### src/hw/rtl/chl_rti_pkg.sv
// shared types, constants and the log2 mantissa table of the turbidity index pipeline
package chl_rti_pkg;

  // field widths
  localparam int CHL_W = 16;
  localparam int VAL_W = 24;

  // log2 mantissa table
  localparam int LOG_TABLE_ENTRIES = 256;
  localparam int LOG_IDX_W = $clog2(LOG_TABLE_ENTRIES);
  localparam int LOG_N_W = $clog2(LOG_TABLE_ENTRIES + 1);
  localparam int LOG_Q_W = 16;

  // front end formats
  localparam int CLAMP_W = 13;
  localparam int MSB_W = 4;
  localparam int MSB_BIAS = 9;
  localparam int EXP_W = 5;
  localparam int L2_W = EXP_W + LOG_Q_W;
  localparam int X_W = 18;
  localparam int LOG10_2_Q16 = 19728;
  localparam logic signed [CHL_W-1:0] CHL_LOW_RAW = 16'sd102;
  localparam logic signed [CHL_W-1:0] CHL_CLAMP_RAW = 16'sd5120;

  // limit polynomial coefficients in Q32
  localparam int CF0_W = 26;
  localparam int CF1_W = 25;
  localparam int CF2_W = 22;
  localparam int CF3_W = 21;
  localparam logic signed [CF0_W-1:0] CF0 = 26'sd14216342;
  localparam logic signed [CF1_W-1:0] CF1 = 25'sd9113921;
  localparam logic signed [CF2_W-1:0] CF2 = 22'sd1356651;
  localparam logic signed [CF3_W-1:0] CF3 = 21'sd994070;
  localparam int T2_W = 23;
  localparam int T1_W = 26;
  localparam int LIM_W = 26;

  // scaled limit and divider formats
  localparam int PCT_SCALE = 25600;
  localparam int PCT_W = 15;
  localparam int D_W = (LIM_W - 1) + PCT_W;
  localparam int RRS_SHIFT = 13;
  localparam int DVD_W = D_W - RRS_SHIFT;
  localparam int DVS_W = 15;
  localparam int DIV_STEP = 3;
  localparam int DIV_STAGES = DVD_W / DIV_STEP;
  localparam int Q_W = DVD_W + 2;

  // output codes
  localparam int SAT_LO = -8388608;
  localparam logic signed [VAL_W-1:0] VAL_BAD = -24'sd255744;
  localparam logic signed [VAL_W-1:0] VAL_LOW = -24'sd25600;

  typedef enum logic [1:0] {
    ST_VALID = 2'd0,
    ST_FAIL  = 2'd1,
    ST_LOW   = 2'd2
  } status_e;

  // control that travels with an item between pipeline sections
  typedef struct packed {
    logic    valid;
    status_e status;
  } ctl_t;

  typedef logic [LOG_TABLE_ENTRIES-1:0][LOG_Q_W-1:0] log_rom_t;

  // entry i = log2(1 + i/N) in Q16, by repeated squaring of a Q30 value
  function automatic log_rom_t build_log_rom();
    log_rom_t rom;
    logic [63:0] v;
    logic [LOG_Q_W-1:0] acc;
    for (int i = 0; i < LOG_TABLE_ENTRIES; i++) begin
      v = (64'd1 << 30) + ((64'(i) << 30) / LOG_TABLE_ENTRIES);
      acc = '0;
      for (int b = 0; b < LOG_Q_W; b++) begin
        v = (v * v) >> 30;
        acc = {acc[LOG_Q_W-2:0], 1'b0};
        if (v >= (64'd2 << 30)) begin
          acc[0] = 1'b1;
          v = v >> 1;
        end
      end
      rom[i] = acc;
    end
    return rom;
  endfunction

  localparam log_rom_t LOG_ROM = build_log_rom();

endpackage

### src/hw/rtl/chl_rti_poly.sv
// horner evaluation of the cubic limit reflectance and its percent scaling
module chl_rti_poly (
  input  logic                                   clk_i,
  input  logic                                   rst_ni,
  input  chl_rti_pkg::ctl_t                      ctl_i,
  input  logic signed [chl_rti_pkg::X_W-1:0]     x_i,
  input  logic        [chl_rti_pkg::DVS_W-1:0]   dvs_i,
  output logic                                   in_ready_o,
  output chl_rti_pkg::ctl_t                      ctl_o,
  output logic        [chl_rti_pkg::DVD_W-1:0]   dvd_o,
  output logic                                   sticky_o,
  output logic        [chl_rti_pkg::DVS_W-1:0]   dvs_o,
  input  logic                                   out_ready_i
);
  import chl_rti_pkg::*;

  localparam int M3_W = X_W + CF3_W;
  localparam int M2_W = X_W + T2_W;
  localparam int M1_W = X_W + T1_W;

  logic v1_q, v2_q, v3_q, v4_q;
  logic en1, en2, en3, en4;

  status_e st1_q, st2_q, st3_q, st4_q;
  logic [DVS_W-1:0] dvs1_q, dvs2_q, dvs3_q, dvs4_q;
  logic signed [X_W-1:0] x1_q, x2_q;
  logic signed [M3_W-1:0] m3_d;
  logic signed [M2_W-1:0] m2_d;
  logic signed [M1_W-1:0] m1_d;
  logic signed [T2_W-1:0] t2_d, t2_q;
  logic signed [T1_W-1:0] t1_d, t1_q;
  logic signed [LIM_W-1:0] lim_d, lim_q;
  logic [D_W-1:0] scaled_d;
  logic [DVD_W-1:0] dvd_q;
  logic sticky_q;

  assign en4 = !v4_q || out_ready_i;
  assign en3 = !v3_q || en4;
  assign en2 = !v2_q || en3;
  assign en1 = !v1_q || en2;
  assign in_ready_o = en1;

  // t2 = c2 - x*c3
  assign m3_d = x_i * CF3;
  assign t2_d = T2_W'(CF2 - $signed(m3_d[M3_W-1:16]));
  // t1 = c1 + x*t2
  assign m2_d = x1_q * t2_q;
  assign t1_d = T1_W'(CF1 + $signed(m2_d[M2_W-1:16]));
  // lim = c0 + x*t1, always positive over the clamped range
  assign m1_d = x2_q * t1_q;
  assign lim_d = LIM_W'(CF0 + $signed(m1_d[M1_W-1:16]));
  // scale by 100 percent in 1/256, drop the reflectance alignment bits
  assign scaled_d = lim_q[LIM_W-2:0] * PCT_W'(PCT_SCALE);

  always_ff @(posedge clk_i or negedge rst_ni) begin
    if (!rst_ni) begin
      v1_q <= 1'b0;
      v2_q <= 1'b0;
      v3_q <= 1'b0;
      v4_q <= 1'b0;
    end else begin
      if (en1) v1_q <= ctl_i.valid;
      if (en2) v2_q <= v1_q;
      if (en3) v3_q <= v2_q;
      if (en4) v4_q <= v3_q;
    end
  end

  always_ff @(posedge clk_i) begin
    if (en1) begin
      st1_q <= ctl_i.status;
      dvs1_q <= dvs_i;
      x1_q <= x_i;
      t2_q <= t2_d;
    end
    if (en2) begin
      st2_q <= st1_q;
      dvs2_q <= dvs1_q;
      x2_q <= x1_q;
      t1_q <= t1_d;
    end
    if (en3) begin
      st3_q <= st2_q;
      dvs3_q <= dvs2_q;
      lim_q <= lim_d;
    end
    if (en4) begin
      st4_q <= st3_q;
      dvs4_q <= dvs3_q;
      dvd_q <= scaled_d[D_W-1:RRS_SHIFT];
      sticky_q <= |scaled_d[RRS_SHIFT-1:0];
    end
  end

  assign ctl_o.valid = v4_q;
  assign ctl_o.status = st4_q;
  assign dvd_o = dvd_q;
  assign sticky_o = sticky_q;
  assign dvs_o = dvs4_q;

endmodule

### config.mk
export PLATFORM = sky130hd
export DESIGN_NAME = chl_rti_poly
export DESIGN_NICKNAME = d
export VERILOG_FILES = /design/src/hw/rtl/chl_rti_pkg.sv /design/src/hw/rtl/chl_rti_poly.sv
export SDC_FILE = /design/constraint.sdc
export NUM_CORES = 2
export LEC_CHECK = 0
export BUFFER_PORTS_ARGS = -buffer_cell sky130_fd_sc_hd__buf_2
export CORE_ASPECT_RATIO = 1.25
export CORE_MARGIN = 8
export CORE_UTILIZATION = 60
export CTS_BUF_LIST = sky130_fd_sc_hd__clkbuf_2 sky130_fd_sc_hd__clkbuf_4 sky130_fd_sc_hd__clkbuf_8
export CTS_CLUSTER_DIAMETER = 150
export DETAILED_ROUTE_END_ITERATION = 12
export PLACE_DENSITY = 0.78
export SLEW_MARGIN = 20
export SYNTH_ARGS = -nofsm -noshare
export SYNTH_HDL_FRONTEND = slang
export SYNTH_SLANG_ARGS = --single-unit
export TNS_END_PERCENT = 20
### constraint.sdc
create_clock -name clk_i -period 8.8 [get_ports clk_i]
set_input_delay 2.64 -clock clk_i [delete_from_list [all_inputs] [get_ports clk_i]]
set_output_delay 2.64 -clock clk_i [all_outputs]
set_load 0.005 [all_outputs]
==> results.cfg <==
[timing]
fmax_ghz = 0.117
final.setup_skew_ns = 0.0356
rsz0062_at_grt = true
slew_headroom_pct = 29.1
setup_viol = 0
min_period_over_period_pct = 97.5
post-route-min-period_ns = 8.58
final_max_slew_viol_count = 0
hold_ws_ns = 0.415
finalHoldViolCount = 0
tightest_slew_ns = 1.06

[drt]
wl_per_cell_um = 17.4
drt_iter0_drc = 1670
route.vias.total = 33200
top_layer_used = met4
m1WireLength_mm = 39.8
viasPerCell = 5.38
routed_wirelength_mm = 107
dr.pass1.iters = 5
ant_nets = 0
wl_met3_mm = 5.43
wl_met2_mm = 57.6
drc = 0

[setup_path]
critical-path-max-stage-delay_ns = 0.56
crit_family = adder cells
slowest_stage = fa_1
cp_data_required_time_ns = 9.15
cpMostUsedCell = fa_1
startpoint_type = input port
setup.worst_path.class = input port to flop
worst-r2r-setup-slack_ns = 0.36
crit_path_end_kind = flop
path_buf_inv = 5
cp.arrival_ns = 8.93
cp_max_fo = 5

[place]
place.gp.congestion = 0.896
dp_hpwl_mm = 91.3
placed_cells = 6096
place_area_um2 = 50000
numPortBuffers = 85

[floorplan]
dieArea_um2 = 88000
core_um2 = 78400
dieHeight_um = 330
num_io_pins = 86
fp-row-count = 115
start_util_pct = 60.2
fp.dieW_um = 267

[yosys]
netlist_area_um2 = 47200
ys_seq_area_share_pct = 13.3
synth_fp_nets = 6389
avgSynthCellArea_um2 = 9.60
yosysWarningCount = 0
netlist_instances = 4919
synth_cell_types = 88
ys_seq_elements = 210
synthFlopType = edfxtp_1
synth_edf_count = 206
async_reset_ff_share_pct = 1.90

[outcome]
status = completed

[clock_network]
cts_made_buffers = 38
cts-root-buf = clkbuf_8
cts_tree = built
path_clk_slew_ns = 0.06
clk_path_buf_depth = 3
clk_latency_ns = 0.61
clock_sinks = 210
htreeDepth = 2
postCtsSetupBuffers = 0

[layout]
multi_input_area_um2 = 35400
drive_above_1_share_pct = 7.98
final_common_cell = inv_1
stdcell_count = 6165
layout_common_cells = 1,316 x inv_1, 982 x fa_1, 612 x nand2_1
finalInstanceArea_um2 = 50800
seq_area_um2 = 6290
area_delta_synth_final_pct = 7.49
layout.nets = 6553
nFillCells = 6188

[global_route]
grt_start_max_net_pins = 63
antenna_found_initial = 1
first_global_vias = 36800
gr-usage-all-layers_pct = 25.2
grt_pass1_wl_mm = 179
grt_overflow_total = 0

[flow_run]
cap_violations = 0

[hold_path]
hold_class = flop to flop
## final timing paths
kind,endpoint,cells after the start,startpoint
max in group asynchronous,v2_q,1,rst_ni
hold / removal,st4_q[1],0,st3_q[1]
setup reg to reg,t1_q[24],26,x1_q[3]
min in group asynchronous,v4_q,1,rst_ni
hold reg to reg,st4_q[1],0,st3_q[1]
setup / recovery,t2_q[17],25,x_i[3]
## metal layers
metal / vias to the layer above / track usage [%]
li1: 15100 / -
met1: 16700 / 28.6
met2: 1075 / 47.9
met3: 317 / 3.05
met4: 0 / 9.86
met5: - / 0
## synthesized netlist by cell type, drive strengths merged (6+ instances only)
cell type     n  area [um2]
a31oi        15         100
a2111oi       7        68.8
o2111ai       8        70.1
o21bai       14         105
edfxtp      206        6190
ha          449        5620
fa          982       19700
a21o         49         368
inv        1317        4940
nor3         32         165
a211oi       16         125
nand3        28         140
or2           9        56.3
mux2i         7        70.1
nor2b        12        75.1
a21oi        97         493
or3          14        87.6
a21boi        8        60.1
o211ai       16         130
buf           6        30.0
o21ai        56         284
and3         16         100
nor4          6        43.8
nand2b       31         194
clkbuf      168         631
xor2         51         447
o31ai         8        65.1
and4          6        52.6
nand2       613        2300
nor2        105         394
xnor2       118        1030
and2        318        1990
or4           6        45.0
a211o        12         105
o21a         24         180
nand4        19         119
## kinds of logic (layout without fill, tap and decap cells)
kind of cell | count (synthesis) | after routing | share of synthesized area (%)
flip-flops | 210 | 210 | 13.3
adder cells (fa/ha/maj) | 1431 | 1431 | 53.5
XOR/XNOR | 169 | 169 | 3.13
buffers and inverters | 1493 | 1685 | 11.9
AO/OA/AOI/OAI | 374 | 374 | 5.44
multiplexers | 9 | 9 | 0.220
AND/OR/NAND/NOR | 1233 | 1233 | 12.5
other | 0 | 1 | 0
## state kept, by name, indices dropped and copies added (netlist names), 18 cells and up
| register | cells |
|---|---|
| t2_q | 23 |
| x1_q | 18 |
| dvd_o | 27 |
| lim_q | 25 |
| t1_q | 26 |
| x2_q | 18 |
## cell type report
cell class                      count  area share [%]
Inverter                         1319            9.75
Antenna cell                        1         0.00493
Clock inverter                     20           0.333
Tap cell                         1053            2.59
Multi-Input combinational cell   3216            69.7
Sequential cell                   210            12.4
Clock buffer                       48            1.18
Timing Repair Buffer              298            4.04
## metrics by stage
stage / setup WS [ns] / TNS (ns) / utilization [%]
after floorplan: -0.0487 / -0.0487 / -
after global placement: -0.354 / -1.31 / 63.7
after CTS: 0.130 / 0 / 64.7
after global routing: -0.106 / -0.209 / 64.8
after detailed placement: -0.524 / -2.08 / 63.7
final: 0.223 / 0 / 64.8
## timing repair
| item | CTS | global route |
|---|---|---|
| hold buffers | 0 | 0 |
| setup endpoints to repair | 0 | 5 |
| resized for setup | 0 | 11 |
| hold endpoints to repair | 0 | 0 |
Power is left out: the tool's default activity adds up to more than one toggle a clock period on the data nets, which glitch-free logic cannot reach.
