--- config.mk ---
export PLATFORM = sky130hd
export DESIGN_NAME = chl_rti_div
export DESIGN_NICKNAME = d
export VERILOG_FILES = /design/src/hw/rtl/chl_rti_pkg.sv /design/src/hw/rtl/chl_rti_div.sv
export SDC_FILE = /design/constraint.sdc
export NUM_CORES = 1
export LEC_CHECK = 0
export ABC_AREA = 1
export BUFFER_PORTS_ARGS = -buffer_cell sky130_fd_sc_hd__buf_4
export CAP_MARGIN = 20
export CELL_PAD_IN_SITES_DETAIL_PLACEMENT = 1
export CELL_PAD_IN_SITES_GLOBAL_PLACEMENT = 2
export CORE_MARGIN = 3
export CORE_UTILIZATION = 40
export DETAILED_ROUTE_END_ITERATION = 7
export GPL_TIMING_DRIVEN = 1
export PLACE_DENSITY = 0.85
export REMOVE_ABC_BUFFERS = 1
export SKIP_CTS_REPAIR_TIMING = 1
export SLEW_MARGIN = 15
export SYNTH_ARGS = -nofsm -noshare
export SYNTH_HDL_FRONTEND = slang
export SYNTH_SLANG_ARGS = --single-unit
--- constraint.sdc ---
create_clock -name clk_i -period 21.9 [get_ports clk_i]
set_input_delay 4.38 -clock clk_i [delete_from_list [all_inputs] [get_ports clk_i]]
set_output_delay 4.38 -clock clk_i [all_outputs]
set_load 0.005 [all_outputs]
--- src/hw/rtl/chl_rti_pkg.sv ---
// shared types, constants and the log2 mantissa table of the turbidity index pipeline
package chl_rti_pkg;

  // field widths
  localparam int CHL_W = 16;
  localparam int VAL_W = 24;

  // log2 mantissa table
  localparam int LOG_TABLE_ENTRIES = 256;
  localparam int LOG_IDX_W = $clog2(LOG_TABLE_ENTRIES);
  localparam int LOG_N_W = $clog2(LOG_TABLE_ENTRIES + 1);
  localparam int LOG_Q_W = 16;

  // front end formats
  localparam int CLAMP_W = 13;
  localparam int MSB_W = 4;
  localparam int MSB_BIAS = 9;
  localparam int EXP_W = 5;
  localparam int L2_W = EXP_W + LOG_Q_W;
  localparam int X_W = 18;
  localparam int LOG10_2_Q16 = 19728;
  localparam logic signed [CHL_W-1:0] CHL_LOW_RAW = 16'sd102;
  localparam logic signed [CHL_W-1:0] CHL_CLAMP_RAW = 16'sd5120;

  // limit polynomial coefficients in Q32
  localparam int CF0_W = 26;
  localparam int CF1_W = 25;
  localparam int CF2_W = 22;
  localparam int CF3_W = 21;
  localparam logic signed [CF0_W-1:0] CF0 = 26'sd14216342;
  localparam logic signed [CF1_W-1:0] CF1 = 25'sd9113921;
  localparam logic signed [CF2_W-1:0] CF2 = 22'sd1356651;
  localparam logic signed [CF3_W-1:0] CF3 = 21'sd994070;
  localparam int T2_W = 23;
  localparam int T1_W = 26;
  localparam int LIM_W = 26;

  // scaled limit and divider formats
  localparam int PCT_SCALE = 25600;
  localparam int PCT_W = 15;
  localparam int D_W = (LIM_W - 1) + PCT_W;
  localparam int RRS_SHIFT = 13;
  localparam int DVD_W = D_W - RRS_SHIFT;
  localparam int DVS_W = 15;
  localparam int DIV_STEP = 3;
  localparam int DIV_STAGES = DVD_W / DIV_STEP;
  localparam int Q_W = DVD_W + 2;

  // output codes
  localparam int SAT_LO = -8388608;
  localparam logic signed [VAL_W-1:0] VAL_BAD = -24'sd255744;
  localparam logic signed [VAL_W-1:0] VAL_LOW = -24'sd25600;

  typedef enum logic [1:0] {
    ST_VALID = 2'd0,
    ST_FAIL  = 2'd1,
    ST_LOW   = 2'd2
  } status_e;

  // control that travels with an item between pipeline sections
  typedef struct packed {
    logic    valid;
    status_e status;
  } ctl_t;

  typedef logic [LOG_TABLE_ENTRIES-1:0][LOG_Q_W-1:0] log_rom_t;

  // entry i = log2(1 + i/N) in Q16, by repeated squaring of a Q30 value
  function automatic log_rom_t build_log_rom();
    log_rom_t rom;
    logic [63:0] v;
    logic [LOG_Q_W-1:0] acc;
    for (int i = 0; i < LOG_TABLE_ENTRIES; i++) begin
      v = (64'd1 << 30) + ((64'(i) << 30) / LOG_TABLE_ENTRIES);
      acc = '0;
      for (int b = 0; b < LOG_Q_W; b++) begin
        v = (v * v) >> 30;
        acc = {acc[LOG_Q_W-2:0], 1'b0};
        if (v >= (64'd2 << 30)) begin
          acc[0] = 1'b1;
          v = v >> 1;
        end
      end
      rom[i] = acc;
    end
    return rom;
  endfunction

  localparam log_rom_t LOG_ROM = build_log_rom();

endpackage

--- src/hw/rtl/chl_rti_div.sv ---
// pipelined restoring divider, three quotient bits per stage
module chl_rti_div (
  input  logic                                   clk_i,
  input  logic                                   rst_ni,
  input  chl_rti_pkg::ctl_t                      ctl_i,
  input  logic        [chl_rti_pkg::DVD_W-1:0]   dvd_i,
  input  logic                                   sticky_i,
  input  logic        [chl_rti_pkg::DVS_W-1:0]   dvs_i,
  output logic                                   in_ready_o,
  output chl_rti_pkg::ctl_t                      ctl_o,
  output logic        [chl_rti_pkg::DVD_W-1:0]   quo_o,
  output logic                                   inexact_o,
  input  logic                                   out_ready_i
);
  import chl_rti_pkg::*;

  typedef struct packed {
    logic [DVS_W-1:0] rem;
    logic [DVD_W-1:0] acc;
  } div_st_t;

  // shift dividend bits out of acc, quotient bits in from the bottom
  function automatic div_st_t div_steps(input logic [DVD_W-1:0] acc,
                                        input logic [DVS_W-1:0] rem,
                                        input logic [DVS_W-1:0] dvs);
    div_st_t s;
    logic [DVS_W:0] trial;
    s.acc = acc;
    s.rem = rem;
    for (int b = 0; b < DIV_STEP; b++) begin
      trial = {s.rem, s.acc[DVD_W-1]};
      s.acc = {s.acc[DVD_W-2:0], 1'b0};
      if (trial >= {1'b0, dvs}) begin
        trial = trial - {1'b0, dvs};
        s.acc[0] = 1'b1;
      end
      s.rem = trial[DVS_W-1:0];
    end
    return s;
  endfunction

  logic v_q [DIV_STAGES];
  logic v_src [DIV_STAGES];
  logic en [DIV_STAGES+1];
  status_e st_q [DIV_STAGES];
  status_e st_src [DIV_STAGES];
  logic sticky_q [DIV_STAGES];
  logic sticky_src [DIV_STAGES];
  logic [DVS_W-1:0] dvs_q [DIV_STAGES];
  logic [DVS_W-1:0] dvs_src [DIV_STAGES];
  logic [DVS_W-1:0] rem_q [DIV_STAGES];
  logic [DVD_W-1:0] acc_q [DIV_STAGES];
  div_st_t step_d [DIV_STAGES];

  // enable chain and per-stage step logic
  always_comb begin
    en[DIV_STAGES] = out_ready_i;
    for (int k = DIV_STAGES - 1; k >= 0; k--) begin
      en[k] = !v_q[k] || en[k+1];
    end
    v_src[0] = ctl_i.valid;
    st_src[0] = ctl_i.status;
    sticky_src[0] = sticky_i;
    dvs_src[0] = dvs_i;
    step_d[0] = div_steps(dvd_i, '0, dvs_i);
    for (int k = 1; k < DIV_STAGES; k++) begin
      v_src[k] = v_q[k-1];
      st_src[k] = st_q[k-1];
      sticky_src[k] = sticky_q[k-1];
      dvs_src[k] = dvs_q[k-1];
      step_d[k] = div_steps(acc_q[k-1], rem_q[k-1], dvs_q[k-1]);
    end
  end

  always_ff @(posedge clk_i or negedge rst_ni) begin
    if (!rst_ni) begin
      for (int k = 0; k < DIV_STAGES; k++) begin
        v_q[k] <= 1'b0;
      end
    end else begin
      for (int k = 0; k < DIV_STAGES; k++) begin
        if (en[k]) v_q[k] <= v_src[k];
      end
    end
  end

  always_ff @(posedge clk_i) begin
    for (int k = 0; k < DIV_STAGES; k++) begin
      if (en[k]) begin
        st_q[k] <= st_src[k];
        sticky_q[k] <= sticky_src[k];
        dvs_q[k] <= dvs_src[k];
        rem_q[k] <= step_d[k].rem;
        acc_q[k] <= step_d[k].acc;
      end
    end
  end

  assign in_ready_o = en[0];
  assign ctl_o.valid = v_q[DIV_STAGES-1];
  assign ctl_o.status = st_q[DIV_STAGES-1];
  assign quo_o = acc_q[DIV_STAGES-1];
  assign inexact_o = sticky_q[DIV_STAGES-1] || (rem_q[DIV_STAGES-1] != '0);

`ifndef SYNTH
  // a finished valid-status item leaves a remainder below its divisor
  a_rem_below_dvs: assert property (@(posedge clk_i) disable iff (!rst_ni)
    (v_q[DIV_STAGES-1] && (st_q[DIV_STAGES-1] == ST_VALID))
      |-> (rem_q[DIV_STAGES-1] < dvs_q[DIV_STAGES-1]))
    else $error("divider remainder not below divisor");

  // an empty first stage always takes an item
  a_empty_takes: assert property (@(posedge clk_i) disable iff (!rst_ni)
    !v_q[0] |-> in_ready_o)
    else $error("divider refuses an item with its first stage empty");
`endif

endmodule

==> results of run 1 <==
-- registers in the layout, summed over array words and instances, names as in the netlist --
signal,cells
acc_q,243
st_q,18
dvs_q,120
rem_q,135
v_q,8
sticky_q,9
ctl_o,1
-- placed cells by master (no fill, tap or decap), drive strengths merged, types with 3 or more instances in the layout --
cell type | Yosys | final
a21boi | 10 | 10
a21o | 31 | 31
a21oi | 347 | 347
a31oi | 12 | 12
and2 | 9 | 9
and3 | 4 | 4
buf | 81 | 91
bufinv | 0 | 5
clkbuf | 8 | 69
clkinv | 0 | 23
clkinvlp | 0 | 7
dfrtp | 9 | 9
diode | 0 | 6
edfxtp | 525 | 525
fa | 26 | 26
ha | 392 | 392
inv | 604 | 613
nand2 | 1587 | 1587
nand3 | 228 | 228
nand3b | 29 | 29
nand4 | 102 | 102
nor2 | 264 | 264
nor3 | 43 | 43
nor4 | 11 | 11
o2111ai | 4 | 4
o211ai | 7 | 7
o21a | 16 | 16
o21ai | 299 | 299
o21bai | 24 | 24
o31ai | 14 | 14
o41ai | 3 | 3
or2 | 30 | 30
xnor2 | 128 | 128
xor2 | 153 | 153
-- through the flow --
| step | instances | util (%) |
|---|---|---|
| after floorplan | 4922 | - |
| after global placement | 6370 | 42.3 |
| after detailed placement | 6370 | 42.3 |
| after CTS | 6483 | 44.3 |
| after global routing | 6487 | 44.3 |
| final | 6489 | 44.3 |
-- kinds of logic (layout without fill, tap and decap cells) --
family | Yosys count | in the layout | synth area share (%)
simple gates | 2310 | 2310 | 24.0
compound gates | 775 | 775 | 10.4
buf+inv | 693 | 808 | 6.95
flops | 534 | 534 | 39.3
fa+ha+maj | 418 | 418 | 13.3
xor+xnor | 281 | 281 | 6.04
other cells | 0 | 6 | 0
-- metal layers --
metal / routed length (um) / up-vias / track usage [%] / share of wire [%]
met5: 0 / - / 0 / 0
met4: 4190 / 0 / 7.49 / 3.3
met3: 4240 / 170 / 2.57 / 3.4
met2: 57500 / 531 / 38.5 / 46
met1: 59500 / 16200 / 32.4 / 47
li1: - / 17000 / - / -
-- final timing paths --
kind / from / endpoint / slack, ns / cells after the start
setup / recovery: out_ready_i / in_ready_o / 8.87 / 20
setup reg to reg: dvs_q[0][60] / rem_q[0][89] / 14.13 / 35
max in group asynchronous: rst_ni / ctl_o[2] / 18.12 / 1
hold / removal: acc_q[0][86] / acc_q[0][116] / 0.40 / 0
min in group asynchronous: rst_ni / v_q[6] / 3.57 / 1
hold reg to reg: acc_q[0][86] / acc_q[0][116] / 0.40 / 0
-- cell type report --
cell class                      count  area, um2  share of cell area, %
Multi-Input combinational cell   3784      21900                   49.1
Sequential cell                   534      16000                   35.9
Inverter                          604       2270                   5.08
Tap cell                         1357       1700                   3.81
Clock buffer                       69       1570                   3.51
Timing Repair Buffer               91        683                   1.53
Clock inverter                     44        465                   1.04
Antenna cell                        6       15.0                 0.0337
-- worst register-to-register path: cells and delay by family, from the launching register on --
| kind | cells | cell delay (ns) |
|---|---|---|
| simple gates | 24 | 3.99 |
| compound gates | 5 | 1.24 |
| flops | 1 | 0.48 |
| buf+inv | 2 | 0.44 |
| fa+ha+maj | 4 | 1.46 |
==> out/qor.yml, run 1 <==
status: "completed"
cts_made_buffers: 60
insertion_delay_ns: 0.66
vias_per_cell: 5.22
cp.required_ns: 17.52
grt_pass1_wl_um: 197000
dpl_cell_area_um2: 42500
drcViolationCount: 0
crit_path_frequent_cell: "nor2_1"
synth_edf_count: 525
wl_per_cell_um: 19.3
path_clk_slew_ns: 0.06
crit_slowest_cell: "buf_4"
synthesis.area_um2: 40700
crit_type: "in -> out"
die-width_um: 325
antenna_found_initial: 12
htree_levels: 2
hpwl_um: 103000
rows: 116
hold_class: "reg -> reg"
finClkSkew_ns: 0.0407
wirelength_um: 125000
min_period_ns: 13.03
synth_area_leaders: "edfxtp_1 (39%), nand2_1 (15%), ha_1 (12%)"
synthDominantCellAreaShare_pct: 38.7
grt_pass1_vias: 35000
max_stage_delay_ns: 0.67
path_buf_inv: 11
drive_above_1_share_pct: 6.01
max_freq_mhz: 76.8
synth_commonest_cells: "nand2_1 (1580), inv_1 (584), edfxtp_1 (525), ha_1 (392), a21oi_1 (342)"
hold_ws_ns: 0.396
grt_max_degree: 63
die-area_um2: 106000
core_um2: 101000
rsz0062_at_grt: "false"
syn_area_per_cell_um2: 8.13
worst_pin_slew_ns: 0.951
setup_viol: 0
yosysMostFrequentCell: "nand2_1"
cts-root-buf: "clkbuf_16"
syn_to_final_growth_pct: 9.52
fin_crit_sh_pct: 59.5
num_io_pins: 81
synth_cell_types: 58
die_h_um: 325
synthFlopType: "edfxtp_1"
synthCells: 5011
grt_overflow: 0
synthArstFlopShare_pct: 1.69
port_buffers: 80
drv_slew: 0
hold_violations: 0
cp.arrival_ns: 8.65
start_util_pct: 40.5
ys_seq_area_share_pct: 39.3
nets: 5542
antenna_left: 0
synth-seq-cells: 534
track_usage_pct: 23.4
cp-end-kind: "output port"
place_ws_ns: 8.75
ys_warn_count: 0
vias: 33900
tns_ns: 0
cts_tree: "done"
dr.pass1.iters: 5
max_cap_violations: 0
crit_fanout: 62
crit_chain: "buf_4 > nor2_1 > inv_2 > buf_4 > nor2_1 > inv_2 > buf_4 > nor2_1 > inv_2 > buf_4 > nor2_1 > inv_2 > nor2_1 > inv_2 > nor2_1 > nand2_2 > buf_4 > nor2_1 > nand2_4 > buf_4"
place.gp.congestion: 0.878
cp_top_family: "buffers and inverters"
nFillCells: 12200
clock-sinks: 534
cts.path.max_buffers: 3
drt_iter0_drc: 1869
startpoint_type: "primary input"
fin_ws_ns: 8.87
synth_area_leader_cell: "edfxtp_1"
fin_area_um2: 44600
slew_headroom_pct: 35.8
Power of run 1 is not shown: default switching activity piles up to over one toggle a cycle in this logic, so the estimate is an artifact.
==> run 2: changes to the inputs <==
Clock period 21.9 ns to 12.1 ns, I/O delays scaled along.
==> run 2 against run 1 <==
Effect of this change: wire length decreased by 1.1%; setup slack worse by 5.9 ns; count of clock-buffer cells in the layout rose by 4; die area is the same; first-iteration DRC count shrank 11%; non-clock buffer count stayed put; register-to-register slack worse by 9.7 ns; utilization is essentially flat; via count decreased by 0.68%; sequential cell count did not move; worst hold slack improved by 0.011 ns; largest cell class unchanged.
==> out/qor.yml, run 2 (synthesized netlist as in run 1, its figures left out) <==
slew_headroom_pct: 29.3  # -6.5 points
hold_path_depth: 0  # unchanged
rows: 116  # unchanged
crit_chain: "buf_4 > nor2_1 > inv_2 > buf_4 > nor2_1 > inv_2 > buf_4 > nor2_1 > inv_2 > nor2_1 > inv_2 > nor2_1 > inv_2 > buf_4 > nor2_1 > nand2_2 > buf_4 > nor2_1 > nand2_4 > buf_4"
place_ws_ns: 2.88  # -5.87 ns
top_register: "acc_q"
reg2regPathDepth: 32  # -8.6%
track_usage_pct: 23.2  # -0.28 points
syn_to_final_growth_pct: 9.50  # about the same
cts.path.max_buffers: 3  # unchanged
antenna_left: 0  # unchanged
start_util_pct: 40.5  # unchanged
grt_overflow: 0  # unchanged
worst_pin_slew_ns: 1.05  # +0.0957 ns
drive_above_1_share_pct: 5.83  # -0.18 points
status: "completed"
final_common_cell: "nand2_1"
vias: 33700  # -0.68%
r2r_end: "rem_q[0][44]"
min_period_ns: 9.09
max_cap_violations: 0  # unchanged
htree_levels: 2  # unchanged
path_clk_slew_ns: 0.06  # about the same
crit_slowest_cell: "buf_4"
met2_usage_pct: 38.0  # -0.55 points
stdcell_count: 6493  # +0.062%
core_um2: 101000  # unchanged
grt_max_degree: 63  # unchanged
die_h_um: 325  # unchanged
fin_crit_sh_pct: 75.1
startpoint_type: "primary input"
antenna_found_initial: 8  # -4
placed_cells: 6370  # unchanged
setup_viol: 0  # unchanged
max_stage_delay_ns: 0.64  # -0.03 ns
num_io_pins: 81  # unchanged
cts_tree: "done"
largest_reg_flops: 243  # unchanged
busiest_layer: "met2"
cp.required_ns: 9.68  # -7.84 ns
wirelength_um: 124000  # -1.1%
met1_usage_pct: 32.1  # -0.26 points
hpwl_um: 102000  # -0.85%
drcViolationCount: 0  # unchanged
max_freq_mhz: 110
die-width_um: 325  # unchanged
layout_common_cells: "nand2_1 (1578), inv_1 (577), edfxtp_1 (525)"
hold_class: "reg -> reg"
cts-root-buf: "clkbuf_16"
dr.pass1.iters: 5  # unchanged
finClkSkew_ns: 0.0258  # -0.0149 ns
r2r_setup_slack_ns: 4.41  # -9.72 ns
place.gp.congestion: 0.892  # +1.6%
crit_type: "in -> out"
drt_iter0_drc: 1661  # -11%
drv_slew: 0  # unchanged
port_buffers: 80  # unchanged
grt_pass1_wl_um: 194000  # -1.3%
cp.arrival_ns: 6.67  # -1.98 ns
insertion_delay_ns: 0.65  # about the same
cts_made_buffers: 61  # +1.7%
largestRegisters: "acc_q: 243 flops, rem_q: 135 flops, dvs_q: 120 flops"
hold_violations: 0  # unchanged
tns_ns: 0  # unchanged
die-area_um2: 106000  # unchanged
clock-sinks: 534  # unchanged
startpoint: "out_ready_i"
crit_fanout: 62  # unchanged
cp-end-kind: "output port"
hp-start: "acc_q[0][99]"
wl_per_cell_um: 19.1  # -1.1%
rsz0062_at_grt: "false"
hold_end: "acc_q[0][129]"
vias_per_cell: 5.19  # -0.74%
crit_path_frequent_cell: "nor2_1"
fin_ws_ns: 3.01  # -5.87 ns
grt_pass1_vias: 34500  # -1.6%
nets: 5543  # +0.018%
use_met3_pct: 2.78  # +0.21 points
utilization_pct: 44.3  # about the same
r2r-start: "dvs_q[0][24]"
[run 2: cell types whose count changed in the layout (fill, tap and decap cells not counted), moves of 3 or more]
cell	previous run	this run
clkbuf_1	6	10
clkbuf_16	60	63
clkbuf_8	3	0
clkinv_1	3	11
clkinv_2	14	10
clkinvlp_4	7	4
inv_6	4	7
inv_8	4	1
[run 2: how the worst max path moves through the flow]
stage / endpoint / slack, ns / cells after the start
global route: in_ready_o / 2.46 / 20
finish: in_ready_o / 3.01 / 20
detailed placement: in_ready_o / 2.88 / 20
global placement: in_ready_o / 3.06 / 20
CTS: in_ready_o / 2.87 / 20
floorplan: in_ready_o / -2.12 / 14
[run 2: critical path, delay by kind of cell]
family | cells | cell delay, ns
buf+inv | 11 | 2.97
simple gates | 9 | 1.20
[run 2: cell type report]
class / instances / area [um2]
diodes: 7 / 17.5
clock buffers: 73 / 1610
clock inverters: 43 / 409
fillers: 12200 / 56000
inverters: 604 / 2270
multi-input cells: 3784 / 21900
flip-flops and latches: 534 / 16000
well taps: 1357 / 1700
repair buffers: 91 / 683
[run 2: per-stage QoR]
stage,hold WS [ns],instance area [um2]
2_1_floorplan,0.400,40200
3_3_place_gp,0.400,42500
3_5_place_dp,0.406,42500
4_1_cts,0.414,44600
5_1_grt,0.415,44600
6_report,0.407,44600
[run 2: metal layers]
| layer | share of wire (%) | vias to the layer above |
|---|---|---|
| met5 | 0 | - |
| met1 | 48 | 16000 |
| met2 | 46 | 495 |
| li1 | - | 17000 |
| met4 | 2.9 | 0 |
| met3 | 3.8 | 140 |
Power of run 2 is left out for the same reason.
