<file path="config.mk">
export PLATFORM = sky130hd
export DESIGN_NAME = chl_rti_front
export DESIGN_NICKNAME = d
export VERILOG_FILES = /design/src/hw/rtl/chl_rti_pkg.sv /design/src/hw/rtl/chl_rti_front.sv
export SDC_FILE = /design/constraint.sdc
export NUM_CORES = 1
export LEC_CHECK = 0
export ABC_CLOCK_PERIOD_IN_PS = 6300
export BUFFER_PORTS_ARGS = -buffer_cell sky130_fd_sc_hd__buf_2
export CORE_MARGIN = 5
export CORE_UTILIZATION = 45
export CTS_CLUSTER_DIAMETER = 100
export DETAILED_ROUTE_END_ITERATION = 6
export PLACE_DENSITY_LB_ADDON = 0.2
export SYNTH_ARGS = -nofsm -noshare
export SYNTH_HDL_FRONTEND = slang
export SYNTH_SLANG_ARGS = --single-unit
</file>
<file path="constraint.sdc">
create_clock -name clk_i -period 6.3 [get_ports clk_i]
set_input_delay 1.26 -clock clk_i [delete_from_list [all_inputs] [get_ports clk_i]]
set_output_delay 1.26 -clock clk_i [all_outputs]
set_load 0.01 [all_outputs]
</file>
<file path="src/hw/rtl/chl_rti_pkg.sv">
// shared types, constants and the log2 mantissa table of the turbidity index pipeline
package chl_rti_pkg;

  // field widths
  localparam int CHL_W = 16;
  localparam int VAL_W = 24;

  // log2 mantissa table
  localparam int LOG_TABLE_ENTRIES = 256;
  localparam int LOG_IDX_W = $clog2(LOG_TABLE_ENTRIES);
  localparam int LOG_N_W = $clog2(LOG_TABLE_ENTRIES + 1);
  localparam int LOG_Q_W = 16;

  // front end formats
  localparam int CLAMP_W = 13;
  localparam int MSB_W = 4;
  localparam int MSB_BIAS = 9;
  localparam int EXP_W = 5;
  localparam int L2_W = EXP_W + LOG_Q_W;
  localparam int X_W = 18;
  localparam int LOG10_2_Q16 = 19728;
  localparam logic signed [CHL_W-1:0] CHL_LOW_RAW = 16'sd102;
  localparam logic signed [CHL_W-1:0] CHL_CLAMP_RAW = 16'sd5120;

  // limit polynomial coefficients in Q32
  localparam int CF0_W = 26;
  localparam int CF1_W = 25;
  localparam int CF2_W = 22;
  localparam int CF3_W = 21;
  localparam logic signed [CF0_W-1:0] CF0 = 26'sd14216342;
  localparam logic signed [CF1_W-1:0] CF1 = 25'sd9113921;
  localparam logic signed [CF2_W-1:0] CF2 = 22'sd1356651;
  localparam logic signed [CF3_W-1:0] CF3 = 21'sd994070;
  localparam int T2_W = 23;
  localparam int T1_W = 26;
  localparam int LIM_W = 26;

  // scaled limit and divider formats
  localparam int PCT_SCALE = 25600;
  localparam int PCT_W = 15;
  localparam int D_W = (LIM_W - 1) + PCT_W;
  localparam int RRS_SHIFT = 13;
  localparam int DVD_W = D_W - RRS_SHIFT;
  localparam int DVS_W = 15;
  localparam int DIV_STEP = 3;
  localparam int DIV_STAGES = DVD_W / DIV_STEP;
  localparam int Q_W = DVD_W + 2;

  // output codes
  localparam int SAT_LO = -8388608;
  localparam logic signed [VAL_W-1:0] VAL_BAD = -24'sd255744;
  localparam logic signed [VAL_W-1:0] VAL_LOW = -24'sd25600;

  typedef enum logic [1:0] {
    ST_VALID = 2'd0,
    ST_FAIL  = 2'd1,
    ST_LOW   = 2'd2
  } status_e;

  // control that travels with an item between pipeline sections
  typedef struct packed {
    logic    valid;
    status_e status;
  } ctl_t;

  typedef logic [LOG_TABLE_ENTRIES-1:0][LOG_Q_W-1:0] log_rom_t;

  // entry i = log2(1 + i/N) in Q16, by repeated squaring of a Q30 value
  function automatic log_rom_t build_log_rom();
    log_rom_t rom;
    logic [63:0] v;
    logic [LOG_Q_W-1:0] acc;
    for (int i = 0; i < LOG_TABLE_ENTRIES; i++) begin
      v = (64'd1 << 30) + ((64'(i) << 30) / LOG_TABLE_ENTRIES);
      acc = '0;
      for (int b = 0; b < LOG_Q_W; b++) begin
        v = (v * v) >> 30;
        acc = {acc[LOG_Q_W-2:0], 1'b0};
        if (v >= (64'd2 << 30)) begin
          acc[0] = 1'b1;
          v = v >> 1;
        end
      end
      rom[i] = acc;
    end
    return rom;
  endfunction

  localparam log_rom_t LOG_ROM = build_log_rom();

endpackage

</file>
<file path="src/hw/rtl/chl_rti_front.sv">
// front end: pixel classification, log2 by table, scaling to log10 in Q16
module chl_rti_front (
  input  logic                                   clk_i,
  input  logic                                   rst_ni,
  input  logic                                   in_valid_i,
  output logic                                   in_ready_o,
  input  logic signed [chl_rti_pkg::CHL_W-1:0]   chl_value_i,
  input  logic signed [chl_rti_pkg::CHL_W-1:0]   green_rrs_i,
  input  logic                                   pixel_masked_i,
  output chl_rti_pkg::ctl_t                      ctl_o,
  output logic signed [chl_rti_pkg::X_W-1:0]     x_o,
  output logic        [chl_rti_pkg::DVS_W-1:0]   dvs_o,
  input  logic                                   out_ready_i
);
  import chl_rti_pkg::*;

  localparam int SH_W = CLAMP_W + LOG_Q_W;
  localparam int XM_W = L2_W + 17;

  logic v1_q, v2_q, v3_q;
  logic en1, en2, en3;

  status_e st1_d, st1_q, st2_q, st3_q;
  logic [CLAMP_W-1:0] clamp_d;
  logic [MSB_W-1:0] msb1_d, msb1_q;
  logic [SH_W-1:0] frac_sh;
  logic [LOG_N_W+LOG_Q_W-1:0] idx_prod;
  logic [LOG_N_W-1:0] idx_wide;
  logic [LOG_IDX_W-1:0] idx1_d, idx1_q;
  logic [DVS_W-1:0] dvs1_q, dvs2_q, dvs3_q;
  logic [EXP_W-1:0] exp2_d;
  logic signed [L2_W-1:0] l2_d, l2_q;
  logic signed [XM_W-1:0] xm_d;
  logic signed [X_W-1:0] x_d, x_q;

  // stage enables: a stage loads when empty or when the next one moves
  assign en3 = !v3_q || out_ready_i;
  assign en2 = !v2_q || en3;
  assign en1 = !v1_q || en2;
  assign in_ready_o = en1;

  // classify the pixel, clamp, find leading one and table index
  always_comb begin
    if (pixel_masked_i || (chl_value_i <= 16'sd0) || (green_rrs_i <= 16'sd0)) begin
      st1_d = ST_FAIL;
    end else if (chl_value_i <= CHL_LOW_RAW) begin
      st1_d = ST_LOW;
    end else begin
      st1_d = ST_VALID;
    end
    if (chl_value_i > CHL_CLAMP_RAW) begin
      clamp_d = CHL_CLAMP_RAW[CLAMP_W-1:0];
    end else begin
      clamp_d = chl_value_i[CLAMP_W-1:0];
    end
    msb1_d = '0;
    for (int k = 0; k < CLAMP_W; k++) begin
      if (clamp_d[k]) begin
        msb1_d = MSB_W'(k);
      end
    end
    frac_sh = {{LOG_Q_W{1'b0}}, clamp_d} << (5'(LOG_Q_W) - {1'b0, msb1_d});
    idx_prod = frac_sh[LOG_Q_W-1:0] * LOG_N_W'(LOG_TABLE_ENTRIES);
    idx_wide = idx_prod[LOG_Q_W +: LOG_N_W];
    if (idx_wide >= LOG_N_W'(LOG_TABLE_ENTRIES)) begin
      idx_wide = LOG_N_W'(LOG_TABLE_ENTRIES - 1);
    end
    idx1_d = idx_wide[LOG_IDX_W-1:0];
  end

  // log2 in Q16: exponent above the mantissa table entry
  assign exp2_d = {1'b0, msb1_q} - EXP_W'(MSB_BIAS);
  assign l2_d = {exp2_d, LOG_ROM[idx1_q]};

  // log10 = floor(log2 * log10(2))
  assign xm_d = l2_q * $signed({1'b0, 16'(LOG10_2_Q16)});
  assign x_d = $signed(xm_d[LOG_Q_W +: X_W]);

  // valid bits
  always_ff @(posedge clk_i or negedge rst_ni) begin
    if (!rst_ni) begin
      v1_q <= 1'b0;
      v2_q <= 1'b0;
      v3_q <= 1'b0;
    end else begin
      if (en1) v1_q <= in_valid_i;
      if (en2) v2_q <= v1_q;
      if (en3) v3_q <= v2_q;
    end
  end

  // payload
  always_ff @(posedge clk_i) begin
    if (en1) begin
      st1_q <= st1_d;
      msb1_q <= msb1_d;
      idx1_q <= idx1_d;
      dvs1_q <= green_rrs_i[DVS_W-1:0];
    end
    if (en2) begin
      st2_q <= st1_q;
      l2_q <= l2_d;
      dvs2_q <= dvs1_q;
    end
    if (en3) begin
      st3_q <= st2_q;
      x_q <= x_d;
      dvs3_q <= dvs2_q;
    end
  end

  assign ctl_o.valid = v3_q;
  assign ctl_o.status = st3_q;
  assign x_o = x_q;
  assign dvs_o = dvs3_q;

endmodule

</file>
==> results of run 1 <==
==> metal layers <==
metal	track usage	vias up	wire length, µm
li1	-	5070	-
met1	0.3259	5173	15780
met3	0.04929	97	3107
met5	0	-	0
met4	0.08674	0	1300
met2	0.3634	549	16800
==> worst max-delay path by stage <==
stage	cells after the start	slack, ns	to
CTS	15	0.71	x_o[17]$_DFFE_PP_
global route	15	0.56	x_o[17]$_DFFE_PP_
global placement	15	0.79	x_o[17]$_DFFE_PP_
floorplan	15	1.06	x_o[17]$_DFFE_PP_
finish	15	0.73	x_o[17]$_DFFE_PP_
detailed placement	15	0.73	x_o[17]$_DFFE_PP_
==> sequential cells by signal, indices dropped and copies added, names as in the netlist <==
| register | cells |
|---|---|
| dvs1_q | 15 |
| dvs2_q | 15 |
| st1_q | 2 |
| msb1_q | 4 |
| dvs_o | 15 |
| l2_q | 21 |
| v3_q | 1 |
| v1_q | 1 |
| x_o | 18 |
| st3_q | 2 |
| idx1_q | 8 |
| st2_q | 2 |
| v2_q | 1 |
==> metrics by stage <==
step | cells | area (µm²)
5_1_grt | 1726 | 13130
4_1_cts | 1726 | 13130
2_1_floorplan | 1379 | 12310
3_3_place_gp | 1710 | 12830
6_report | 1726 | 13130
3_5_place_dp | 1710 | 12830
==> final cells by class <==
| class | instances | area [µm²] | share of cell area |
|---|---|---|---|
| clock buffers | 9 | 225.2 | 0.01715 |
| clock inverters | 7 | 78.83 | 0.006003 |
| inverters | 140 | 525.5 | 0.04002 |
| multi-input cells | 1030 | 8188 | 0.6236 |
| flip-flops and latches | 105 | 3138 | 0.2390 |
| well taps | 341 | 426.7 | 0.03249 |
| repair buffers | 94 | 548.0 | 0.04174 |
==> logic make-up (layout without fill, tap and decap cells) <==
| family | Yosys count | after routing | share of synthesized area |
|---|---|---|---|
| compound gates | 408 | 408 | 0.2203 |
| simple gates | 374 | 374 | 0.1478 |
| buf+inv | 244 | 250 | 0.08000 |
| fa+ha+maj | 192 | 192 | 0.2302 |
| flops | 105 | 105 | 0.2550 |
| mux | 31 | 31 | 0.04778 |
| xor+xnor | 25 | 25 | 0.01901 |
==> worst max-delay path, delay by kind of cell (launching register included) <==
| kind | cells | cell delay, ns |
|---|---|---|
| buffers and inverters | 2 | 0.10 |
| flip-flops | 1 | 0.51 |
| adder cells (fa/ha/maj) | 6 | 2.58 |
| AO/OA/AOI/OAI | 5 | 1.50 |
| AND/OR/NAND/NOR | 2 | 0.63 |
==> placed cells by master (no fill, tap or decap), drive strengths merged, types with 6 or more instances in the layout <==
master | synthesis | final
nor2b | 15 | 15
xnor2 | 15 | 15
nand2b | 24 | 24
ha | 132 | 132
or3 | 9 | 9
o211ai | 18 | 18
clkbuf | 80 | 9
a21oi | 99 | 99
nand2 | 102 | 102
nor4 | 8 | 8
o21a | 7 | 7
and3 | 11 | 11
xor2 | 10 | 10
a311oi | 26 | 26
or2 | 9 | 9
edfxtp | 102 | 102
nor3 | 27 | 27
mux4 | 21 | 21
fa | 58 | 58
o31ai | 12 | 12
inv | 136 | 141
clkinv | 4 | 6
nor2 | 86 | 86
o311ai | 9 | 9
a21o | 12 | 12
nand3 | 48 | 48
a31oi | 31 | 31
mux2i | 7 | 7
and2 | 11 | 11
a211oi | 30 | 30
o21ai | 97 | 97
nand4 | 9 | 9
buf | 24 | 94
o22ai | 9 | 9
==> results.py, run 1 <==
metrics = {
    "synth": {
        "ys.flop_type": "sky130_fd_sc_hd__edfxtp_1",
        "netlist_top_cells_area": "sky130_fd_sc_hd__edfxtp_1 (25%), sky130_fd_sc_hd__ha_1 (13%), sky130_fd_sc_hd__fa_1 (9.4%), sky130_fd_sc_hd__inv_1 (4.1%), sky130_fd_sc_hd__a21oi_1 (4.0%)",
        "synthCells": 1379,
        "synth_commonest_cells": "sky130_fd_sc_hd__inv_1 (134), sky130_fd_sc_hd__ha_1 (132), sky130_fd_sc_hd__edfxtp_1 (102), sky130_fd_sc_hd__nand2_1 (101), sky130_fd_sc_hd__a21oi_1 (99)",
        "mappedNetlistArea_um2": 12310,
        "yosys_warnings": 0,
        "async_reset_ff_frac": 0.02857,
        "synth.ff_latch_count": 105,
        "synth_edf_count": 102,
        "post-synth-top-area-cell": "sky130_fd_sc_hd__edfxtp_1",
        "syn_area_per_cell_um2": 8.925,
        "yosys.cell_count.top_type": "sky130_fd_sc_hd__inv_1",
        "postSynthNetCount": 1606,
        "synth_top_area_share": 0.2489,
        "yosysSeqAreaShare": 0.2550,
        "synth_cell_type_count": 89,
    },
    "worst_setup_path": {
        "cp_data_arrival_time_ns": 5.68,
        "timing.critical_path.slowest_cell_delay_ns": 0.55,
        "worst_ep_required_time_ns": 6.42,
        "worst-path-max-fanout": 5,
        "rr_worst_depth": 15,
        "worstSetupStartpointType": "register",
        "r2r-start": "l2_q[5]$_DFFE_PP_",
        "worst_r2r_endpoint": "x_o[17]$_DFFE_PP_",
        "worst_setup_path_end_kind": "register",
        "critical_path.slowest_cell": "sky130_fd_sc_hd__fa_1",
        "ff2ff_setup_slack_ns": 0.73,
        "criticalPathCategory": "register to register",
        "crit_chain": "ha_1, ha_1, fa_1, fa_1, inv_1, fa_1, inv_1, ha_1, a21o_1, a221o_1, a2111o_1, and3_1, or3_1, a2111o_1, o211a_1",
        "crit_path_start": "l2_q[5]$_DFFE_PP_",
    },
    "clock_tree": {
        "clock_h_tree_levels": 3,
        "clkTransAtPathRegs_ns": 0.08,
        "hold_buffers": 0,
        "cts-buffers-inserted": 9,
        "clk_path_buf_depth": 2,
        "cts_post_setup_buffers_inserted": 0,
        "postCtsResizedCells": 0,
        "count_of_clock_tree_sinks": 105,
        "cts.root.buffer_cell": "sky130_fd_sc_hd__clkbuf_16",
        "clk_latency_ns": 0.36,
        "tritoncts_clock_tree": "done",
    },
    "route": {
        "route.detailed.drc": 0,
        "detail_route.iter0.violations": 1535,
        "finalWirelength_um": 36990,
        "firstDrtPassIters": 6,
        "detailroute.via_count": 10890,
        "average_via_count_per_standard_cell": 6.309,
        "wl_per_cell_um": 21.43,
        "drtAntennaViolNets": 0,
    },
    "sta": {
        "hold_viol": 0,
        "final.period_utilization": 0.8835,
        "maxSlewHeadroom": 0.3670,
        "fin_tns_setup_ns": 0,
        "achievable-frequency_mhz": 179.7,
        "period_minus_slack_ns": 5.566,
        "drv_slew": 0,
        "post-route-worst-setup-slack_ns": 0.7339,
        "rsz0062_at_grt": "no",
        "setup-violations-final": 0,
        "timing.clock.skew_ns": 0.01192,
        "worst_pin_slew_ns": 0.9461,
        "hold_ws_ns": 0.4136,
    },
    "worst_hold_path": {
        "whs_path_depth": 0,
        "min_path_type": "register to register",
        "hold_path_end": "dvs2_q[11]$_DFFE_PP_",
        "hp-start": "dvs1_q[11]$_DFFE_PP_",
    },
    "grt": {
        "vias_in_the_first_global_route": 10370,
        "number_of_antenna_violations_at_the_first_check_in_global_routing": 0,
        "grt_start_max_net_pins": 162,
        "global_route.overflow_total": 0,
        "overall_routing_resource_usage": 0.2348,
        "grt_pass1_wl_um": 58170,
    },
    "status": {
        "run_status": "finished, final reports clean",
    },
    "placement": {
        "gpl.final_weighted_congestion": 0.9541,
        "dpl_worst_slack_ns": 0.7303,
        "port-buffer-count": 73,
        "dp_hpwl_um": 26710,
    },
    "final_layout": {
        "area_growth_pct": 6.679,
        "n_antenna_cell": 0,
        "finish.utilization": 0.4872,
        "finalNetCount": 1607,
        "post_route_cells_drive_above_1_share": 0.1162,
        "number_of_fill_cells_in_the_layout": 2558,
    },
    "run": {
        "drv_cap": 0,
    },
    "floorplanning": {
        "rows": 60,
        "die_area_um2": 30760,
        "io_pins": 74,
        "start_util": 0.4567,
        "design.core.area_um2": 26950,
        "chipWidth_um": 175.4,
        "die_h_um": 175.4,
    },
}
Power of run 1 is not shown: default switching activity piles up to over one toggle a cycle in this logic, so the estimate is an artifact.
==> inputs of run 2 (changes only) <==
Settings changed: CORE_UTILIZATION 45 to 36.
==> run 2 against run 1 <==
  * Worst setup slack gained 0.042 ns
  * Routed wire length grew 0.94%
  * Non-clock buffer count is the same
  * Sequential share of layout area shrank 0.25 points
  * Register-to-register slack gained 0.04 ns
  * Hold slack gained 0.0057 ns
  * Cell area grew 1.1%
  * Via count shrank 1.5%
  * Critical path type unchanged
  * Clock skew shrank 0.0025 ns
  * Flip-flop and latch count is the same
==> results.py, run 2 (same netlist as run 1, synthesis figures left out) <==
metrics = {
    "sta": {
        "hold_viol": 0,
        "period_minus_slack_ns": 5.525,
        "maxSlewHeadroom": 0.4074,
        "timing.clock.skew_ns": 0.009450,
        "achievable-frequency_mhz": 181.0,
        "setup-violations-final": 0,
        "rsz0062_at_grt": "no",
        "fin_tns_setup_ns": 0,
        "final.period_utilization": 0.8769,
        "worst_pin_slew_ns": 0.8888,
        "hold_ws_ns": 0.4192,
        "drv_slew": 0,
    },
    "floorplanning": {
        "die_area_um2": 37990,
        "start_util": 0.3661,
        "chipWidth_um": 194.9,
        "die_h_um": 194.9,
        "io_pins": 74,
        "design.core.area_um2": 33620,
        "rows": 67,
    },
    "clock_tree": {
        "clk_path_buf_depth": 2,
        "postCtsResizedCells": 0,
        "clock_h_tree_levels": 3,
        "tritoncts_clock_tree": "done",
        "clkTransAtPathRegs_ns": 0.07,
        "cts_post_setup_buffers_inserted": 0,
        "cts-buffers-inserted": 9,
        "hold_buffers": 0,
        "clk_latency_ns": 0.34,
        "cts.root.buffer_cell": "sky130_fd_sc_hd__clkbuf_16",
        "count_of_clock_tree_sinks": 105,
    },
    "final_layout": {
        "final_common_cell": "sky130_fd_sc_hd__inv_1",
        "post_route_cells_drive_above_1_share": 0.1148,
        "largest_reg_flops": 21,
        "number_of_fill_cells_in_the_layout": 3402,
        "finish.utilization": 0.3948,
        "area_growth_pct": 7.817,
        "largest_register_by_flop_count": "l2_q",
        "most-common-layout-cells": "sky130_fd_sc_hd__inv_1 (134), sky130_fd_sc_hd__ha_1 (132), sky130_fd_sc_hd__edfxtp_1 (102), sky130_fd_sc_hd__nand2_1 (101), sky130_fd_sc_hd__a21oi_1 (99)",
        "finalNetCount": 1607,
        "n_antenna_cell": 0,
    },
    "grt": {
        "overall_routing_resource_usage": 0.1915,
        "number_of_antenna_violations_at_the_first_check_in_global_routing": 0,
        "vias_in_the_first_global_route": 10360,
        "global_route.overflow_total": 0,
        "grt_pass1_wl_um": 59440,
        "grt_start_max_net_pins": 162,
    },
    "status": {
        "run_status": "finished, final reports clean",
    },
    "worst_setup_path": {
        "worst_setup_path_end_kind": "register",
        "worst-path-max-fanout": 5,
        "worstSetupStartpointType": "register",
        "criticalPathCategory": "register to register",
        "ff2ff_setup_slack_ns": 0.78,
        "cp_data_arrival_time_ns": 5.62,
        "worst_ep_required_time_ns": 6.40,
    },
    "route": {
        "detail_route.iter0.violations": 1344,
        "firstDrtPassIters": 6,
        "wl_per_cell_um": 20.37,
        "detailroute.via_count": 10720,
        "route.detailed.drc": 0,
        "finalWirelength_um": 37330,
        "average_via_count_per_standard_cell": 5.851,
        "drtAntennaViolNets": 0,
    },
    "worst_hold_path": {
        "min_path_type": "register to register",
    },
    "placement": {
        "dp_hpwl_um": 27270,
        "gpl.final_weighted_congestion": 0.9409,
        "port-buffer-count": 73,
    },
    "run": {
        "drv_cap": 0,
    },
}
==> run 2: changes by cell type in the layout (fill, tap and decap cells not counted) <==
cell,before,now
sky130_fd_sc_hd__buf_12,2,1
sky130_fd_sc_hd__clkbuf_8,0,1
sky130_fd_sc_hd__clkinvlp_4,0,1
sky130_fd_sc_hd__inv_6,3,0
sky130_fd_sc_hd__bufinv_16,0,2
sky130_fd_sc_hd__buf_4,19,20
sky130_fd_sc_hd__clkbuf_1,0,2
sky130_fd_sc_hd__clkinv_8,2,0
sky130_fd_sc_hd__inv_8,1,0
==> run 2: worst max-delay path: stages, from the launching register on <==
cell                       delay [ns]
sky130_fd_sc_hd__edfxtp_1        0.50
sky130_fd_sc_hd__ha_1            0.32
sky130_fd_sc_hd__ha_1            0.30
sky130_fd_sc_hd__fa_1            0.51
sky130_fd_sc_hd__fa_1            0.54
sky130_fd_sc_hd__inv_1           0.05
sky130_fd_sc_hd__fa_1            0.53
sky130_fd_sc_hd__inv_1           0.04
sky130_fd_sc_hd__ha_1            0.35
sky130_fd_sc_hd__a21o_1          0.21
sky130_fd_sc_hd__a221o_1         0.35
sky130_fd_sc_hd__a2111o_1        0.45
sky130_fd_sc_hd__and3_1          0.22
sky130_fd_sc_hd__or3_1           0.41
sky130_fd_sc_hd__a2111o_1        0.37
sky130_fd_sc_hd__o211a_1         0.13
==> run 2: metrics by stage <==
stage                     area (µm²)  std cells  worst slack (ns)
after floorplan                12310       1379             1.058
after global placement         12950       1817            0.7723
after detailed placement       12950       1817            0.7476
after CTS                      13270       1833            0.7439
after global routing           13270       1833            0.5387
final                          13270       1833            0.7755
==> run 2: final cells by class <==
class	count	area, µm²	share of cell area
Tap cell	448	560.5	0.04224
Sequential cell	105	3138	0.2365
Multi-Input combinational cell	1030	8188	0.6170
Inverter	140	525.5	0.03960
Timing Repair Buffer	94	535.5	0.04035
Clock inverter	4	76.32	0.005751
Clock buffer	12	246.5	0.01857
==> run 2: worst paths after layout <==
check	start	end	cells after the start
worst max-delay path	l2_q[6]$_DFFE_PP_	x_o[17]$_DFFE_PP_	15
worst min-delay path	dvs2_q[2]$_DFFE_PP_	dvs_o[2]$_DFFE_PP_	0
worst max register to register	l2_q[6]$_DFFE_PP_	x_o[17]$_DFFE_PP_	15
worst min register to register	dvs2_q[2]$_DFFE_PP_	dvs_o[2]$_DFFE_PP_	0
max in group asynchronous	rst_ni	v3_q$_DFFE_PN0P_	1
min in group asynchronous	rst_ni	v1_q$_DFFE_PN0P_	1
==> run 2: per-layer routing <==
layer | global-route usage | wire (µm) | up-vias
li1 | - | - | 5069
met1 | 0.2709 | 16410 | 5111
met2 | 0.2981 | 16880 | 466
met3 | 0.03809 | 2990 | 78
met4 | 0.05612 | 1055 | 0
met5 | 0 | 0 | -
Power of run 2 is left out for the same reason.
